## config.mk

```make
export PLATFORM = sky130hd
export DESIGN_NAME = nss_mac
export DESIGN_NICKNAME = d
export VERILOG_FILES = /design/src/hdl/nss_pkg.sv /design/src/hdl/nss_mac.sv
export SDC_FILE = /design/constraint.sdc
export NUM_CORES = 2
export LEC_CHECK = 0
export BUFFER_PORTS_ARGS = -buffer_cell sky130_fd_sc_hd__buf_4
export CAP_MARGIN = 20
export CELL_PAD_IN_SITES_DETAIL_PLACEMENT = 0
export CELL_PAD_IN_SITES_GLOBAL_PLACEMENT = 1
export CORE_ASPECT_RATIO = 0.8
export CORE_MARGIN = 2
export CORE_UTILIZATION = 54
export DETAILED_ROUTE_END_ITERATION = 7
export GPL_TIMING_DRIVEN = 0
export PLACE_DENSITY = 0.85
export SYNTH_ARGS = -nofsm -noshare
export SYNTH_HDL_FRONTEND = slang
export SYNTH_SLANG_ARGS = --single-unit
```

## constraint.sdc

```tcl
create_clock -name clk -period 27.6 [get_ports clk]
set_input_delay 5.52 -clock clk [delete_from_list [all_inputs] [get_ports clk]]
set_output_delay 5.52 -clock clk [all_outputs]
set_load 0.05 [all_outputs]
```

## src/hdl/nss_pkg.sv

```systemverilog
`default_nettype none
// ----------------------------------------------------------------------------
// nss_pkg
// Shared constants and types for the nearest segment search block.
// ----------------------------------------------------------------------------
package nss_pkg;

    localparam int VERTEX_SLOTS_DEF = 256;
    localparam int EDGE_SLOTS_DEF   = 512;
    localparam int COORD_BITS_DEF   = 12;
    localparam int NODE_BITS        = 8;
    localparam int ACTION_BITS      = 2;

    localparam logic [ACTION_BITS-1:0] ACT_VERTEX = 2'd0;
    localparam logic [ACTION_BITS-1:0] ACT_APPEND = 2'd1;
    localparam logic [ACTION_BITS-1:0] ACT_CLEAR  = 2'd2;
    localparam logic [ACTION_BITS-1:0] ACT_QUERY  = 2'd3;

    typedef enum logic [1:0] {
        MAC_LOAD = 2'd0,
        MAC_ADD  = 2'd1,
        MAC_SUB  = 2'd2
    } mac_mode_t;

    typedef struct packed {
        logic      en;
        mac_mode_t mode;
        logic      shl;
    } mac_op_t;

endpackage
`default_nettype wire

```

## src/hdl/nss_mac.sv

```systemverilog
`default_nettype none
// ----------------------------------------------------------------------------
// nss_mac
// Shared signed multiplier with shift and accumulate register.
// ----------------------------------------------------------------------------
module nss_mac #(
    parameter int MW = 28,
    parameter int AW = 82,
    parameter int SH = 26
) (
    input  wire logic                  clk,
    input  wire nss_pkg::mac_op_t      op,
    input  wire logic signed [MW-1:0]  opa,
    input  wire logic signed [MW-1:0]  opb,
    output logic signed      [AW-1:0]  acc
);

    logic signed [2*MW-1:0] prod;
    logic signed [AW-1:0]   ext;
    logic signed [AW-1:0]   term;
    logic signed [AW-1:0]   acc_next;

    always_comb
    begin
        prod = opa * opb;
        ext  = AW'(prod);
        term = op.shl ? (ext <<< SH) : ext;
        case (op.mode)
            nss_pkg::MAC_LOAD: acc_next = term;
            nss_pkg::MAC_ADD:  acc_next = acc + term;
            nss_pkg::MAC_SUB:  acc_next = acc - term;
            default:           acc_next = acc;
        endcase
    end

    always_ff @(posedge clk)
    begin
        if (op.en)
        begin
            acc <= acc_next;
        end
    end

endmodule
`default_nettype wire
```

==> flow_results.org <==
** Synth
- Ys flop type :: sky130_fd_sc_hd__edfxtp_1
- Gate count of the mapped netlist :: 4724
- Number of synthesized register bits :: 82
- In the synthesized netlist the async set-or-reset flop fraction comes to 0%.
- By instance count, the leading cell after synthesis is sky130_fd_sc_hd__fa_1.
- The share of synthesized area in the top cell type comes to 40.6%.
- Post-synth EDFFs :: 82
- When the netlist entered floorplanning its net count stood at 5878.
- The Yosys step of the flow raised 0 warnings.
- The share of the Yosys chip area taken by registers is 6.05%.
- By count the netlist is led by 824 x sky130_fd_sc_hd__fa_1, 802 x sky130_fd_sc_hd__inv_1, 566 x sky130_fd_sc_hd__nand2_1, 430 x sky130_fd_sc_hd__and2_1, 269 x sky130_fd_sc_hd__ha_1.
- Synth cell types :: 91
- Syn_area_per_cell :: 8.61 µm²
- Of all cell types, the one taking the most synthesized area is sky130_fd_sc_hd__fa_1.
- Ranked by total cell area, the synthesized netlist is headed by sky130_fd_sc_hd__fa_1 41%, sky130_fd_sc_hd__ha_1 8.3%, sky130_fd_sc_hd__inv_1 7.4%, sky130_fd_sc_hd__and2_1 6.6%, sky130_fd_sc_hd__edfxtp_1 6.1%.
- Area of the mapped netlist :: 0.0407 mm²

** Finish
- Max reg flops :: 82
- Largest registers :: acc (82)
- Number of nets in the layout :: 5992
- In the final layout, the share of cells above drive strength 1 is 3.76%.
- The area growth from synthesis to layout is 6.02%.
- The register with the most flip-flops in the final layout is acc.

** Placed design
- Detailed placement HPWL :: 120 mm
- Total of buffers placed on input and output ports :: 96
- Gpl congestion :: 1.01

** Route
- Length of the first detailed-routing pass in iterations :: 6
- Per-cell routed wire length :: 24.4 µm
- Initial DRC Count :: 3666
- # DRC :: 0
- The routed layout has 34900 vias.
- The count of nets left with antenna violations once routing finished came out at 0.
- After detailed routing, the total wire length is 143 mm.
- Dividing the detail-routed via count by the number of cells gives 5.98.

** STA
- Dividing the final minimum period by the clock period gives 71.1%.
- RSZ-0062 raised after global routing :: no
- Worst Tran Pin Value :: 1.24 ns
- Skew final :: 0.0133 ns
- Slew Limit Headroom :: 17.1%
- Number of max-slew violations in the final report :: 0
- For the finished layout, the period the worst path requires is 19.61 ns.
- The hold violation total from the final report came to 0.
- Final Setup Violations :: 0
- After routing, the total negative slack on setup checks comes to 0 ns.
- Based on the critical path, the design can be clocked at up to 0.0510 GHz.

** Critical path
- STA puts the critical path data required time at 27.80 ns.
- In this design, the critical path's most frequently occurring cell is sky130_fd_sc_hd__fa_1.
- In this run the worst path has a maximum fanout of 10.
- Sort of element at the start of the critical path :: input pin
- STA puts the critical path data arrival time at 19.82 ns.
- Startpoint-to-endpoint class of the critical path :: in2reg
- On the critical path, the stage with the largest delay is an instance of sky130_fd_sc_hd__nor4_1.
- The largest single stage delay on the critical path is 0.98 ns.
- The worst setup path is captured at a flop.

** Clock network
- The H-tree was split into 3 levels.
- TritonCTS built the clock tree.
- CTS Buffer Depth :: 2
- Clk sink count :: 82
- Clock transition at path regs :: 0.07 ns
- The number of gates resized after CTS was 0.
- Hold bufs inserted after CTS :: 0
- The clock reaches the later pin of the worst-skew pair after 0.37 ns.
- In this run, CTS created clock tree buffers numbering 9.
- The tree is rooted in a sky130_fd_sc_hd__clkbuf_16.
- In this run the post-CTS setup repair buffer count came out at 0.

** Global route
- Entering global routing, the biggest net connects 30 pins.
- In the global route stage, met3 resource usage came out at 14.4%.
- Wire length of the first global-routing pass :: 212 mm
- For this run, the total global-route usage over all layers was measured as 36.6%.
- Global routing used 51.2% of the available met2 tracks.
- For met1 alone, demand over resource in global routing was 52.5%.
- Total gr overflow :: 0
- Antenna violations before repair :: 13
- Vias in the first global route :: 33900
- Most Used Layer, Global Route :: met1

** Die
- Site row count :: 89
- In this run the vertical extent of the chip is 249 µm.
- Die Area :: 0.0775 mm²
- Area of the core :: 0.0742 mm²
- Number of top-level design ports :: 143
- Measured along the x axis, the die boundary spans 311 µm.
- Effective utilization at floorplan :: 54.8%

** Run
- Across the run, the number of max-cap violations was 0.

** Hold path
- Hold/Removal Path Class :: reg2reg

** Run status
- The flow ran to the end, and the final reports show no timing, DRC or antenna violations.
critical path: cells and delay by family:
| kind | cells | cell delay, ns |
|---|---|---|
| buffers and inverters | 7 | 2.32 |
| AOI/OAI and AO/OA | 8 | 2.05 |
| and+or+nand+nor | 17 | 4.70 |
| xor gates and xnor gates | 2 | 0.81 |
| adders and majority gates | 10 | 4.38 |
layer usage:
layer,part of all wire [%],wire length (µm)
met3,14,20100
met1,41,59300
met4,3.5,4930
met5,0.11,160
met2,41,58400
worst paths after layout:
path | from | to | slack (ns) | cells after the start
worst max-delay path | opa[13] | acc[81] | 7.99 | 44
worst min-delay path | acc[0] | acc[0] | 0.81 | 3
worst max register to register | acc[1] | acc[75] | 22.33 | 15
worst min register to register | acc[0] | acc[0] | 0.81 | 3
final cells by class:
type	count	area, µm²
clock buffer	10	229
sequential	82	2460
buffer	278	1070
tap	1001	1250
clock inverter	6	129
antenna	1	2.50
timing repair buffer	103	828
multi-input combinational	3561	34100
fill	6983	31000
inverter	803	3010
cell usage in the layout, fill, tap and decap left out, types with 97 or more instances in the layout:
cell | Yosys | routed
sky130_fd_sc_hd__a21oi_1 | 242 | 242
sky130_fd_sc_hd__o21ai_0 | 139 | 139
sky130_fd_sc_hd__inv_1 | 802 | 802
sky130_fd_sc_hd__fa_1 | 824 | 824
sky130_fd_sc_hd__clkbuf_1 | 244 | 245
sky130_fd_sc_hd__buf_4 | 1 | 97
sky130_fd_sc_hd__nand2_1 | 566 | 566
sky130_fd_sc_hd__xnor2_1 | 130 | 130
sky130_fd_sc_hd__nor2_1 | 211 | 211
sky130_fd_sc_hd__and2_1 | 430 | 430
sky130_fd_sc_hd__ha_1 | 269 | 269
through the flow:
stage	instance area (µm²)	hold slack (ns)	setup WS, ns	std cells	utilization (%)
after floorplan	40700	1.07	11.02	4724	-
after global placement	42600	0.800	8.05	5821	57.5
after detailed placement	42700	0.806	8.09	5826	57.6
after CTS	43100	0.817	8.40	5842	58.1
after global routing	43100	0.837	7.41	5844	58.1
final	43100	0.809	7.99	5845	58.1
cells by family (layout without fill, tap and decap cells):
kind of cell    Yosys count  in the layout  share of synthesized area (%)
mux                      26             26                          0.674
flops                    82             82                           6.05
fa+ha+maj              1093           1093                           48.8
compound gates          720            720                           11.2
buf+inv                1081           1200                           10.0
xor+xnor                197            197                           4.24
other cells               0              1                              0
simple gates           1525           1525                           19.0
Power is left out: the tool's default activity adds up to more than one toggle a clock period on the data nets, which glitch-free logic cannot reach.
