$ cat config.mk
export PLATFORM = sky130hd
export DESIGN_NAME = nss_ram
export DESIGN_NICKNAME = d
export VERILOG_FILES = /design/src/hdl/nss_ram.sv
export SDC_FILE = /design/constraint.sdc
export NUM_CORES = 1
export LEC_CHECK = 0
export ABC_AREA = 1
export CAP_MARGIN = 30
export CORE_MARGIN = 4
export CORE_UTILIZATION = 55
export CTS_CLUSTER_SIZE = 8
export DETAILED_ROUTE_END_ITERATION = 10
export DONT_BUFFER_PORTS = 1
export HOLD_SLACK_MARGIN = 0.1
export PLACE_DENSITY = 0.7
export SKIP_CTS_REPAIR_TIMING = 1
export SKIP_LAST_GASP = 1
export SLEW_MARGIN = 20
export SYNTH_ARGS = -nofsm -noshare
export SYNTH_HDL_FRONTEND = slang
export SYNTH_SLANG_ARGS = --single-unit
export TNS_END_PERCENT = 1
$ cat constraint.sdc
create_clock -name clk -period 1.09 [get_ports clk]
set_clock_uncertainty 0.15 [all_clocks]
set_input_delay 0 -clock clk [delete_from_list [all_inputs] [get_ports clk]]
set_output_delay 0 -clock clk [all_outputs]
set_load 0.05 [all_outputs]
$ cat src/hdl/nss_ram.sv
`default_nettype none
// ----------------------------------------------------------------------------
// nss_ram
// Generic single write port, single read port RAM with registered read.
// ----------------------------------------------------------------------------
module nss_ram #(
    parameter int WIDTH = 8,
    parameter int DEPTH = 2
) (
    input  wire logic                                 clk,
    input  wire logic                                 wr_en,
    input  wire logic [(DEPTH > 1 ? $clog2(DEPTH) : 1)-1:0] wr_addr,
    input  wire logic [WIDTH-1:0]                     wr_data,
    input  wire logic [(DEPTH > 1 ? $clog2(DEPTH) : 1)-1:0] rd_addr,
    output logic      [WIDTH-1:0]                     rd_data
);

    logic [WIDTH-1:0] mem [DEPTH];

    always_ff @(posedge clk)
    begin
        if (wr_en)
        begin
            mem[wr_addr] <= wr_data;
        end
        rd_data <= mem[rd_addr];
    end

endmodule
`default_nettype wire

==> run_results.csv, run 1 <==
group,metric,value,unit
run_status,status,"finished with violations",
run_status,violations,"setup timing",
clock_tree,cts_inserted_buffers,3,
yosys,yosys.area_share.simple,12.8,%
route,vias,417,
placement,dp_hpwl,595,um
sta,rsz0062_at_grt,"true",
setup_path,crit_type,"reg -> out",
yosys,synthAdderAreaFrac,0,%
yosys,synth_seq_cells,24,
yosys,synth_compound_area_share,0,%
global_routing,grt_first_pass_wirelength,1300,um
die,start_util,58.5,%
route,routed_wl,1040,um
final_layout,drive_above_1_share,12.7,%
sta,fin_setup_tns,-0.0112,ns
global_routing,overflow,0,
sta,setup_viol,1,
clock_tree,clk_latency,0.30,ns
yosys,synth_commonest_cells,"nand2_1 (25), edfxtp_1 (16), dfxtp_1 (8), inv_1 (2)",
die,coreArea,1300,um2
yosys,synth_top_family_by_area,"simple AND/OR/NAND/NOR gates",
power,power_density,1800,nW/um2
sta,slew_violations,0,
yosys,synth_top_area_share,63.2,%
yosys,synth_mux_area_share,0,%
global_routing,antenna_found_initial,0,
placement,placedCellCount,71,
die,io_pins,20,
yosys,netlist_area,761,um2
route,avgRoutedWirePerCell,12.0,um
min_path,holdCritPathClass,"in -> reg",
power,irDropWorstVdd,1.21,mV
placement,pre_cts_slack,0.315,ns
clock_tree,root_buffer,"clkbuf_4",
placement,postPlaceCellArea,791,um2
placement,io_buffers,0,
final_layout,num_antenna_cells,0,
yosys,async_flop_share,0,%
global_routing,grt_max_degree,14,
route,postRouteAntennaNets,0,
route,avgViaCountPerCell,4.85,
sta,tightest_slew,0.492,ns
sta,fin_ws,-0.0112,ns
final_layout,stdcell_area,938,um2
route,drtIter0Drc,1,
yosys,synth_cell_types,7,
final_layout,utilization,72.1,%
final_layout,nFillCells,87,
die,num_rows,13,
sta,period_needed,1.10,ns
yosys,postSynthCellCount,54,
setup_path,cp-end-kind,"output port",
die,die_width,45.2,um
clock_tree,h-tree-depth,1,
setup_path,critPathLaunchType,"flop",
yosys,synth_seq_area_share,84.2,%
yosys,syn-num-nets,66,
clock_tree,clk_path_buf_depth,2,
yosys,synth.most_common_cell,"nand2_1",
die,die_area,2040,um2
clock_tree,path_clk_slew,0.12,ns
sta,finalCritPeriodShare,101,%
yosys,yosys-top-cells-area,"edfxtp_1 (63%), dfxtp_1 (21%), nand2_1 (12%), buf_6 (1.5%), inv_1 (0.99%)",
setup_path,arrival,0.95,ns
setup_path,crit_fanout,1,
yosys,synth-xor-area-share,0,%
die,chipHeight,45.2,um
route,drc,0,
yosys,synth_warnings,0,
sta,max_slew_margin,67.1,%
clock_tree,cts_tree,"done",
setup_path,required,0.94,ns
yosys,synth-main-ff-cell,"edfxtp_1",
final_layout,nNetsFinal,84,
clock_tree,cts.sinks,24,
global_routing,grtUsageTotal,9.60,%
power,p_leak,0.391,nW
placement,place_congestion,0.648,
sta,max_freq,0.908,GHz
yosys,synth_top_area_cell,"edfxtp_1",
job,cap_violations,0,
sta,hold_viol_final,0,
final_layout,area_growth,23.4,%
yosys,postSynthAreaPerCell,14.1,um2
global_routing,grt_pass1_vias,348,
route,drtPass1Iterations,3,
final_layout,layoutNonFillerInstCount,86,
yosys,synth-edff-count,16,
## worst reg2reg max path: stages, from the launching register on
cell and delay (ns):
edfxtp_1 0.38, nand2_1 0.07, nand2_1 0.06
## stage by stage
stage	hold WS, ns	power (mW)
2_1_floorplan	-0.0511	1.21
3_3_place_gp	-0.0510	1.23
3_5_place_dp	-0.0511	1.23
4_1_cts	-0.374	1.67
5_1_grt	0.182	1.76
6_report	0.190	1.69
## report_power, final
part           internal, mW  switching [mW]
Clock                 0.204           0.239
Sequential             1.04          0.0866
Combinational        0.0502          0.0707
Total                  1.30           0.396
## cells by family after synthesis
logic type,count (synthesis)
buf+inv,4
flops,24
simple gates,26
## flip-flops by register name (all words and copies together), names as in the netlist
name     cells
rd_data      8
mem         16
## per-layer routing
| layer | track usage [%] | wire (um) | up-vias | share of wire (%) |
|---|---|---|---|---|
| li1 | - | - | 208 | - |
| met1 | 9.02 | 375 | 193 | 36 |
| met2 | 17.2 | 578 | 14 | 56 |
| met3 | 2.79 | 73 | 2 | 7.1 |
| met4 | 7.02 | 8 | 0 | 0.77 |
| met5 | 0 | 0 | - | 0 |
## final cells by class
class,instances,area [um2],area share (%)
inverters,3,11.3,1.20
well taps,15,18.8,2.00
multi-input cells,26,97.6,10.4
flip-flops and latches,24,642,68.4
repair buffers,14,133,14.1
clock buffers,4,36.3,3.87
## layout by cell type (no fill, tap or decap)
master,Yosys,routed
nor2_1,1,1
inv_2,1,1
clkbuf_8,0,1
clkbuf_4,0,3
buf_4,0,3
nand2_1,25,25
dlygate4sd3_1,0,11
edfxtp_1,16,16
dfxtp_2,0,1
dfxtp_1,8,7
inv_1,2,2
## worst paths after layout
path         cells past startpoint  slack, ns          to        from
max                              0      -0.01  rd_data[3]  rd_data[3]
min                              1       0.19   mem[1][2]  wr_data[2]
max reg2reg                      2       0.34  rd_data[0]   mem[1][0]
min reg2reg                      2       0.29  rd_data[1]   mem[0][1]
No activity file was read; power rests on OpenSTA's default activity.
==> run 2, diff against run 1 <==
--- a/config.mk
+++ b/config.mk
@@ -13,6 +13,7 @@
 export DETAILED_ROUTE_END_ITERATION = 10
 export DONT_BUFFER_PORTS = 1
 export HOLD_SLACK_MARGIN = 0.1
+export MAX_ROUTING_LAYER = met4
 export PLACE_DENSITY = 0.7
 export SKIP_CTS_REPAIR_TIMING = 1
 export SKIP_LAST_GASP = 1
==> run 2 against run 1 <==
  * Critical path depth unchanged
  * Critical path type unchanged
  * Largest cell class unchanged
  * Clock-buffer cell count unchanged
  * Wire length unchanged
  * Utilization did not move
  * Sequential share of layout area unchanged
  * Register-to-register slack hardly changed
  * Hold slack barely moved
  * The run still ends with setup timing left
  * Via count did not move
  * Combinational power is essentially flat
  * Final cell count did not move
  * Die area unchanged
==> run_results.csv, run 2 (synthesized netlist as in run 1, its figures left out) <==
group,metric,value,unit
sta,finalCritPeriodShare,101,%
global_routing,grt_first_pass_wirelength,1300,um
setup_path,r2r_end,"rd_data[0]",
route,postRouteAntennaNets,0,
power,p_leak,0.391,nW
route,avgViaCountPerCell,4.85,
power,switching_share,23.4,%
final_layout,drive_above_1_share,12.7,%
die,die_area,2040,um2
sta,whs,0.190,ns
die,die_width,45.2,um
power,power_density,1800,nW/um2
clock_tree,path_clk_slew,0.12,ns
setup_path,cp-end-kind,"output port",
clock_tree,root_buffer,"clkbuf_4",
sta,setup_viol,1,
final_layout,nFillCells,87,
final_layout,area_growth,23.4,%
power,p_comb_share,7.1,%
setup_path,crit_type,"reg -> out",
min_path,whs_path_depth,1,
clock_tree,cts_inserted_buffers,3,
final_layout,regMostFlops,"mem",
setup_path,arrival,0.95,ns
sta,rsz0062_at_grt,"true",
route,drtPass1Iterations,3,
placement,place_congestion,0.654,
sta,max_slew_margin,67.1,%
clock_tree,cts.sinks,24,
clock_tree,clk_latency,0.30,ns
run_status,status,"finished with violations",
min_path,hold_end,"mem[1][2]",
final_layout,final_cell_mix,"nand2_1 (25), edfxtp_1 (16), dlygate4sd3_1 (11), dfxtp_1 (7)",
min_path,holdCritPathClass,"in -> reg",
power,intPower,1.30,mW
die,start_util,58.5,%
sta,fin_setup_tns,-0.0111,ns
setup_path,reg2reg_slack,0.34,ns
final_layout,largest_reg_flops,16,
final_layout,nNetsFinal,84,
global_routing,antenna_found_initial,0,
setup_path,critPathLaunchType,"flop",
final_layout,num_antenna_cells,0,
route,vias,417,
power,netSwitchingPower,0.396,mW
global_routing,grt_max_degree,14,
sta,slew_violations,0,
sta,hold_viol_final,0,
die,io_pins,20,
final_layout,largestRegisters,"mem: 16 flops, rd_data: 8 flops",
job,cap_violations,0,
placement,dp_hpwl,595,um
global_routing,grt_util_met1,9.02,%
clock_tree,h-tree-depth,1,
power,sequentialPowerShare,66.7,%
sta,max_freq,0.908,GHz
sta,fin_ws,-0.0111,ns
die,num_rows,13,
power,irDropWorstVdd,1.21,mV
setup_path,r2r_cells,2,
die,chipHeight,45.2,um
sta,period_needed,1.10,ns
setup_path,crit_fanout,1,
setup_path,required,0.94,ns
placement,placedCellCount,71,
final_layout,mostFrequentLayoutCell,"nand2_1",
clock_tree,clk_path_buf_depth,2,
global_routing,grtUsageTotal,9.89,%
power,clkPwrFrac,26.2,%
route,drtIter0Drc,1,
global_routing,grt_use_met3,2.79,%
min_path,holdCritStartpoint,"wr_data[2]",
global_routing,grt-busiest-layer,"met2",
setup_path,reg2reg_from,"mem[1][0]",
sta,tightest_slew,0.492,ns
global_routing,grt_pass1_vias,348,
clock_tree,cts_tree,"done",
route,avgRoutedWirePerCell,12.0,um
global_routing,use_met2,17.2,%
placement,io_buffers,0,
die,coreArea,1300,um2
global_routing,overflow,0,
route,routed_wl,1040,um
run_status,violations,"setup timing",
final_layout,regArea,642,um2
final_layout,layoutNonFillerInstCount,86,
placement,pre_cts_slack,0.315,ns
route,drc,0,
final_layout,multi_input_area,97.6,um2
[run 2: worst max-delay path by stage]
| stage | endpoint | slack, ns | from | cells after the start |
|---|---|---|---|---|
| floorplan | mem[0][0] | 0.18 | wr_en | 2 |
| global placement | mem[1][1] | 0.32 | wr_addr | 2 |
| detailed placement | mem[1][1] | 0.32 | wr_addr | 2 |
| CTS | rd_data[3] | -0.03 | rd_data[3] | 0 |
| global route | rd_data[4] | -0.04 | rd_data[4] | 0 |
| finish | rd_data[3] | -0.01 | rd_data[3] | 0 |
[run 2: final cells by class]
cell class / instances / area share, %
timing repair buffer: 14 / 14.1
multi-input combinational: 26 / 10.4
clock buffer: 4 / 3.87
tap: 15 / 2.00
inverter: 3 / 1.20
sequential: 24 / 68.4
[run 2: layer usage]
metal / vias up / part of all wire [%]
li1: 208 / -
met5: - / 0
met3: 2 / 6.3
met2: 14 / 56
met4: 0 / 0.77
met1: 193 / 37
[run 2: power groups by stage]
stage | logic [mW] | registers (mW) | clock network (mW)
final | 0.121 | 1.13 | 0.442
after global routing | 0.134 | 1.14 | 0.493
after CTS | 0.0811 | 1.13 | 0.456
after detailed placement | 0.0811 | 1.15 | 0
after global placement | 0.0787 | 1.15 | 0
after floorplan | 0.0421 | 1.17 | 0
[run 2: metrics by stage]
| step | instance area [um2] | util [%] | total power [mW] |
|---|---|---|---|
| final | 938 | 72.1 | 1.69 |
| after global routing | 938 | 72.1 | 1.76 |
| after detailed placement | 791 | 60.8 | 1.23 |
| after global placement | 791 | 60.8 | 1.23 |
| after floorplan | 761 | - | 1.21 |
| after CTS | 827 | 63.6 | 1.67 |
